`config.mk`:
```
export PLATFORM = sky130hd
export DESIGN_NAME = pce_alu
export DESIGN_NICKNAME = d
export VERILOG_FILES = /design/src/sv/pce_pkg.sv /design/src/sv/pce_alu.sv
export SDC_FILE = /design/constraint.sdc
export NUM_CORES = 2
export LEC_CHECK = 0
export BUFFER_PORTS_ARGS = -buffer_cell sky130_fd_sc_hd__buf_2
export CAP_MARGIN = 25
export CORE_MARGIN = 5
export CORE_UTILIZATION = 63
export DETAILED_ROUTE_END_ITERATION = 10
export GPL_TIMING_DRIVEN = 0
export PLACE_DENSITY = 0.8
export REMOVE_ABC_BUFFERS = 1
export SYNTH_ARGS = -nofsm -noshare
export SYNTH_HDL_FRONTEND = slang
export SYNTH_SLANG_ARGS = --single-unit
export TNS_END_PERCENT = 100
```
`constraint.sdc`:
```
create_clock -name clk -period 9.5 [get_ports clk]
set_clock_uncertainty 0.15 [all_clocks]
set_input_delay 0.475 -clock clk [delete_from_list [all_inputs] [get_ports clk]]
set_output_delay 0.475 -clock clk [all_outputs]
set_load 0.02 [all_outputs]
```
`src/sv/pce_pkg.sv`:
```
`timescale 1ns / 1ps

package pce_pkg;

  // table geometry and number format
  localparam int MAX_SEGMENTS = 64;
  localparam int DATA_WIDTH   = 32;
  localparam int FRAC_BITS    = 16;
  localparam int PROD_WIDTH   = 2 * DATA_WIDTH;
  localparam int SEG_W        = (MAX_SEGMENTS > 1) ? $clog2(MAX_SEGMENTS) : 1;
  localparam int IDX_W        = $clog2(MAX_SEGMENTS + 1);
  localparam int CNT_W        = $clog2(MAX_SEGMENTS + 2);
  localparam int ENTRY_W      = 7;
  localparam int CFG_W        = 7;
  localparam int OUT_SEG_W    = 6;

  // action codes of an input item
  localparam logic ACT_LOAD = 1'b0;
  localparam logic ACT_EVAL = 1'b1;

  typedef logic signed [DATA_WIDTH-1:0] word_t;

  typedef struct packed {
    word_t cubic;
    word_t quad;
    word_t lin;
    word_t cst;
  } coef_t;

  // sequencer states
  typedef enum logic [2:0] {
    ST_IDLE,
    ST_SEARCH,
    ST_COEF_RD,
    ST_EXEC,
    ST_WB,
    ST_OUT
  } state_t;

  // shared unit operations
  typedef enum logic [1:0] {
    OP_ADD,
    OP_SUB,
    OP_MULK,
    OP_MULQ
  } alu_op_t;

  typedef struct packed {
    logic    go;
    alu_op_t op;
  } alu_ctl_t;

  // operand sources
  typedef enum logic [3:0] {
    SRC_X, SRC_BRK, SRC_A, SRC_B, SRC_C, SRC_D, SRC_S, SRC_B2,
    SRC_A3, SRC_JR, SRC_T, SRC_U, SRC_W, SRC_K2, SRC_K3, SRC_K6
  } src_t;

  // destination registers
  typedef enum logic [2:0] {
    DST_S, DST_B2, DST_A3, DST_JR, DST_T, DST_U, DST_W
  } dst_t;

  typedef struct packed {
    alu_op_t op;
    src_t    src_a;
    src_t    src_b;
    dst_t    dst;
  } uop_t;

  localparam int NUM_STEPS = 16;
  localparam int STEP_W    = $clog2(NUM_STEPS);
  localparam logic [STEP_W-1:0] LAST_STEP = STEP_W'(NUM_STEPS - 1);

  function automatic uop_t mk_uop(input alu_op_t op, input src_t sa, input src_t sb,
                                  input dst_t d);
    uop_t u;
    u.op    = op;
    u.src_a = sa;
    u.src_b = sb;
    u.dst   = d;
    return u;
  endfunction

  // program: offset, scaled coefficients, then Horner chains for value,
  // slope and curvature
  function automatic uop_t uop_at(input logic [STEP_W-1:0] i);
    uop_t u;
    unique case (i)
      4'd0:    u = mk_uop(OP_SUB,  SRC_X,  SRC_BRK, DST_S);
      4'd1:    u = mk_uop(OP_MULK, SRC_B,  SRC_K2,  DST_B2);
      4'd2:    u = mk_uop(OP_MULK, SRC_A,  SRC_K3,  DST_A3);
      4'd3:    u = mk_uop(OP_MULK, SRC_A,  SRC_K6,  DST_JR);
      4'd4:    u = mk_uop(OP_MULQ, SRC_A,  SRC_S,   DST_T);
      4'd5:    u = mk_uop(OP_ADD,  SRC_T,  SRC_B,   DST_T);
      4'd6:    u = mk_uop(OP_MULQ, SRC_T,  SRC_S,   DST_T);
      4'd7:    u = mk_uop(OP_ADD,  SRC_T,  SRC_C,   DST_T);
      4'd8:    u = mk_uop(OP_MULQ, SRC_T,  SRC_S,   DST_T);
      4'd9:    u = mk_uop(OP_ADD,  SRC_T,  SRC_D,   DST_T);
      4'd10:   u = mk_uop(OP_MULQ, SRC_A3, SRC_S,   DST_U);
      4'd11:   u = mk_uop(OP_ADD,  SRC_U,  SRC_B2,  DST_U);
      4'd12:   u = mk_uop(OP_MULQ, SRC_U,  SRC_S,   DST_U);
      4'd13:   u = mk_uop(OP_ADD,  SRC_U,  SRC_C,   DST_U);
      4'd14:   u = mk_uop(OP_MULQ, SRC_JR, SRC_S,   DST_W);
      default: u = mk_uop(OP_ADD,  SRC_W,  SRC_B2,  DST_W);
    endcase
    return u;
  endfunction

endpackage

```
`src/sv/pce_alu.sv`:
```
`timescale 1ns / 1ps

module pce_alu (
  input  logic               clk,
  input  pce_pkg::alu_ctl_t  ctl,
  input  pce_pkg::word_t     opa,
  input  pce_pkg::word_t     opb,
  output pce_pkg::word_t     res,
  output logic               sat
);
  import pce_pkg::*;

  logic signed [PROD_WIDTH-1:0] wa;
  logic signed [PROD_WIDTH-1:0] wb;
  logic signed [PROD_WIDTH-1:0] prod_r;
  logic signed [PROD_WIDTH-1:0] shifted;
  logic                         shift_r;
  logic [PROD_WIDTH-DATA_WIDTH:0] top_bits;
  logic                         in_range;

  // sign-extend operands to the full product width
  assign wa = {{(PROD_WIDTH - DATA_WIDTH){opa[DATA_WIDTH-1]}}, opa};
  assign wb = {{(PROD_WIDTH - DATA_WIDTH){opb[DATA_WIDTH-1]}}, opb};

  // registered stage: exact sum, difference or product
  always_ff @(posedge clk) begin
    if (ctl.go) begin
      unique case (ctl.op)
        OP_ADD:  prod_r <= wa + wb;
        OP_SUB:  prod_r <= wa - wb;
        OP_MULK: prod_r <= wa * wb;
        OP_MULQ: prod_r <= wa * wb;
      endcase
      shift_r <= (ctl.op == OP_MULQ);
    end
  end

  // combinational stage: drop fraction bits (floor) for OP_MULQ only, then saturate
  assign shifted  = shift_r ? (prod_r >>> FRAC_BITS) : prod_r;
  assign top_bits = shifted[PROD_WIDTH-1:DATA_WIDTH-1];
  assign in_range = (&top_bits) || (~|top_bits);
  assign sat      = !in_range;

  always_comb begin
    if (in_range) begin
      res = shifted[DATA_WIDTH-1:0];
    end else if (shifted[PROD_WIDTH-1]) begin
      res = {1'b1, {(DATA_WIDTH - 1){1'b0}}};
    end else begin
      res = {1'b0, {(DATA_WIDTH - 1){1'b1}}};
    end
  end

endmodule

```
# ---- Yosys cells after proc, flatten, opt, wreduce, memory -nomap -nowiden
# Index checks and enable logic that the tools add are counted.
dict set report op_classes {
  mul 1
  shifts 0
  n_addsub 2
  reduce_logical 7
  n_bitwise 0
  mux 4
  n_lt_le_gt_ge 0
  div_mod_pow 0
  eq_ne 3
}
# op n
set ops {}
lappend ops {{one-hot mux 64 bit (3 select lines)} 1}
lappend ops {{multiplier 32 x 32 -> 64 bit} 1}
lappend ops {{two-way mux 32 bit} 2}
lappend ops {{two-way mux 63 bit} 1}
lappend ops {{adder 32 x 32 -> 33 bit} 1}
lappend ops {{AND reduction 33 bit} 1}
lappend ops {{OR reduction 33 bit} 1}
lappend ops {{subtractor 32 x 32 -> 33 bit} 1}
lappend ops {{equality test 2 bit, second input constant} 2}
lappend ops {{equality test 2 x 1 -> 1 bit, second input constant} 1}
lappend ops {{zero test 1 bit} 2}
lappend ops {{zero test 2 bit} 1}
lappend ops {{OR reduction 2 bit} 1}
lappend ops {{logical OR 1 bit} 1}
dict set report word_totals {
  mem_bits_rw 0
  memories 0
  rom_bits 0
  word_cells 19
  reg_bits 65
  latchBits 0
  out_inout_bits 33
  inputBits 68
}

# ---- Depth between registers and ports, before layout
dict set report logic_depth {
  ltp_word 5
  mapped_depth 28
  mapped_depth_nobuf 26
}

# ---- Worst setup path before layout
# OpenSTA, ideal clock, no wires.
dict set report synth_timing {
  path_type {input to register}
  start {input opa[31]}
  end {register prod_r[63], data pin}
  n_path_buf 2
  setup_slack_ns 1.098
  required_ns 9.094
  arrival_time_ns 7.996
  stages 24
  setup_time_ns 0.256
  cell_sequence {clkbuf_1 buf_1 nand2_1 inv_1 fa_1 fa_1 fa_1 fa_1 inv_1 fa_1 inv_1 fa_1 inv_1 fa_1 inv_1 fa_1 ha_1 nand2_1 nor2_1 nand4_1 or4_1 a21o_1 a21o_1 a31o_2}
}
dict set report synth_via {
  elab_chain_len 2
  word_cells_on_any_way 4
  cone_classes {add/sub (2); mul (1); mux (1)}
}
# item line
set synth_lines {}
lappend synth_lines {{from (decl)} pce_alu.sv:6} ;# input pce_pkg::word_t opa,
lappend synth_lines {{multiplier 32 x 32 -> 64 bit (tied with other cells)} {pce_alu.sv:31, pce_alu.sv:32}}
lappend synth_lines {{one-hot mux 64 bit (3 select lines) (*)} pce_alu.sv:28} ;# unique case (ctl.op)
lappend synth_lines {{to (signal assigned)} pce_alu.sv:29} ;# OP_ADD: prod_r <= wa + wb;
lappend synth_lines {{to (signal assigned)} pce_alu.sv:31} ;# OP_MULK: prod_r <= wa * wb;
lappend synth_lines {{to (signal assigned)} pce_alu.sv:32} ;# OP_MULQ: prod_r <= wa * wb;
lappend synth_lines {{to (decl)} pce_alu.sv:15} ;# logic signed [PROD_WIDTH-1:0] prod_r;
# Mark *: on every way between the ends. The rest lies on a longest branch, timed or not.
# A chain may end at the register's enable or synchronous reset.

# ---- Final worst setup path
dict set report layout_timing {
  start {input opb[3]}
  end {register prod_r[63], data pin}
}
dict set report layout_via {
  elab_chain_len 2
  word_cells_on_any_way 4
  cone_classes {add/sub (2); mul (1); mux (1)}
}
# item line
set layout_lines {}
lappend layout_lines {{from (decl)} pce_alu.sv:7} ;# input pce_pkg::word_t opb,
lappend layout_lines {{multiplier 32 x 32 -> 64 bit (tied with other cells)} {pce_alu.sv:31, pce_alu.sv:32}}
lappend layout_lines {{one-hot mux 64 bit (3 select lines) (*)} pce_alu.sv:28}
# Marks and branches as above.

==> results.yml <==
run_status:
  run_status: "finished clean"
finish:
  syn2layout_area_growth_pct: 2.70
  nFillCells: 5406
  layout.cells.most_common_list: "fa_1 (1,082), inv_1 (1,008), nand2_1 (547)"
  insertedDiodeCount: 0
  finish.net_count: 5966
  final_core_util_pct: 65.3
  most_common_library_cell_in_the_layout_ignoring_fill_and_taps: "fa_1"
  drive_above_1_share_pct: 3.81
grt:
  via_count_of_the_first_global_routing_pass: 36200
  grt-ovfl-total: 0
  globalRouteTotalUtil_pct: 33.9
  grt_pass1_wl_um: 196000
  initial_antenna_violation_count: 1
  grt_max_degree: 55
setup_path:
  critical_path_cell_by_cell: "buf_4 > inv_1 > nor2_1 > fa_1 > fa_1 > fa_2 > fa_2 > clkinvlp_4 > buf_4 > fa_1 > inv_1 > fa_1 > inv_1 > fa_1 > inv_1 > fa_1 > ha_1 > nand2_1 > nor2_1 > nand4_1 > or4_1 > a21o_1 > a21o_1 > a31o_2"
  setup.worst_path.end_class: "flop"
  slowest_delay_ns: 0.89
  slowest_stage: "fa_2"
  worst_ep_required_ns: 9.44
  arrival_ns: 9.29
  setup.worst_path.start_class: "input pin"
  critical_path_class: "in -> reg"
  crit_path_frequent_cell: "fa_1"
  crit_path_max_fanout: 31
sta:
  post-route-worst-setup-slack_ns: 0.148
  tightest_slew_ns: 1.03
  grt_setup_unrepaired: "false"
  layout_worst_path_cycle_share_pct: 98.4
  timing.hold.ws_ns: 0.529
  finalSetupViolCount: 0
  final-hold-violation-count: 0
  total_negative_slack_for_setup_checks_ns: 0
  final_max_slew_viol_count: 0
  layout_min_cycle_time_ns: 9.35
  slew_headroom_pct: 31.5
  maxClockFrequency_ghz: 0.107
placed_design:
  place.port_buffers: 100
  gpl.final_weighted_congestion: 1.02
  dpl.hpwl_um: 94800
  preCtsSetupSlack_ns: -1.10
job:
  max_cap_viol_count: 0
die:
  fp.dieArea_um2: 73200
  start_util_pct: 63.6
  die_y_um: 271
  floorplan.core_area_um2: 67300
  placementRows: 95
  die_x_um: 271
  boundaryPins: 101
clock_network:
  cts_tree: "yes"
  postCtsHoldBufs: 0
  root_buffer: "clkbuf_16"
  clkTransAtPathRegs_ns: 0.06
  htreeDepth: 3
  clock_sinks: 65
  cts_inserted_buffers: 9
  clock_buffer_depth: 2
route:
  route.detailed.drc: 0
  dr_total_vias: 32700
  initialDrtViolationCount: 2875
  antenna_violating_nets_left: 0
  routed_wire_length_per_instance_um: 22.1
  drt-total-wl_um: 120000
  post_drt_via_cell_ratio: 6.01
  drt-pass1-iter-count: 6
synth:
  synthesis.area_per_instance_um2: 9.11
  asyncSetResetFlopFracSynth_pct: 0
  synth_cells: 4699
  ys_seq_elements: 65
  mappedNetlistArea_um2: 42800
  synth_enable_flop_cells: 65
  ys_seq_area_share_pct: 4.56
  synth-main-ff-cell: "edfxtp_1"
  post_synth_num_cell_types: 84
  yosys_warnings: 0
worst_hold_path:
  holdCritPathClass: "in -> reg"
[worst paths after layout]
check	from	endpoint	cells past startpoint
worst max-delay path	opb[3]	prod_r[63]$_DFFE_PP_	24
worst min-delay path	ctl[2]	prod_r[8]$_DFFE_PP_	1
[sequential cells by signal, indices dropped and copies added, names as in the netlist]
register  count
shift_r       1
prod_r       64
[kinds of logic (layout without fill, tap and decap cells)]
logic type	count (synthesis)	count (layout)	share of synthesized area, %
DFF	65	65	4.56
xor gates and xnor gates	90	90	1.84
muxes	8	8	0.196
adders and majority gates	1333	1333	58.0
buffers and inverters	1281	1152	11.3
and+or+nand+nor	1423	1423	16.4
AOI/OAI and AO/OA	499	499	7.70
[synth_stat cells (30+ instances only)]
cell	n	area, µm²
a211oi_1	44	330
a21o_1	41	308
a21oi_1	129	646
and2_1	453	2830
clkbuf_1	231	867
edfxtp_1	65	1950
fa_1	1084	21700
ha_1	249	3120
inv_1	1011	3790
nand2_1	547	2050
nor2_1	212	796
nor2b_1	51	319
nor3_1	30	150
o21ai_0	114	571
xnor2_1	62	543
[timing repair]
action	in CTS	in global routing
buffers inserted	0	15
resized for setup	5	9
endpoints found under the setup margin	11	2
pin swaps	0	0
[final cells by class]
type	instances	area (µm²)	area share, %
repair buffers	121	761	1.73
clock buffers	9	225	0.512
inverters	1015	3820	8.69
flip-flops and latches	65	1950	4.44
clock inverters	7	77.6	0.177
well taps	873	1090	2.49
multi-input cells	3353	36000	82.0
[critical path, delay by kind of cell]
kind / cells / cell delay, ns
fa+ha+maj: 9 / 4.99
compound gates: 3 / 0.65
buf+inv: 7 / 1.19
simple gates: 5 / 1.89
[layer usage]
layer / track usage [%] / vias to the layer above / share of wire, %
met1: 44.2 / 16800 / 37
li1: - / 13800 / -
met5: 0 / - / 0.011
met3: 5.67 / 373 / 9.0
met2: 57.1 / 1741 / 48
met4: 14.0 / 2 / 5.2
[stage by stage]
step | cells | cell area, µm²
5_1_grt | 5443 | 43900
3_3_place_gp | 5406 | 43300
6_report | 5443 | 43900
4_1_cts | 5428 | 43800
2_1_floorplan | 4433 | 41800
3_5_place_dp | 5412 | 43500
Power is left out: the tool's default activity adds up to more than one toggle a clock period on the data nets, which glitch-free logic cannot reach.
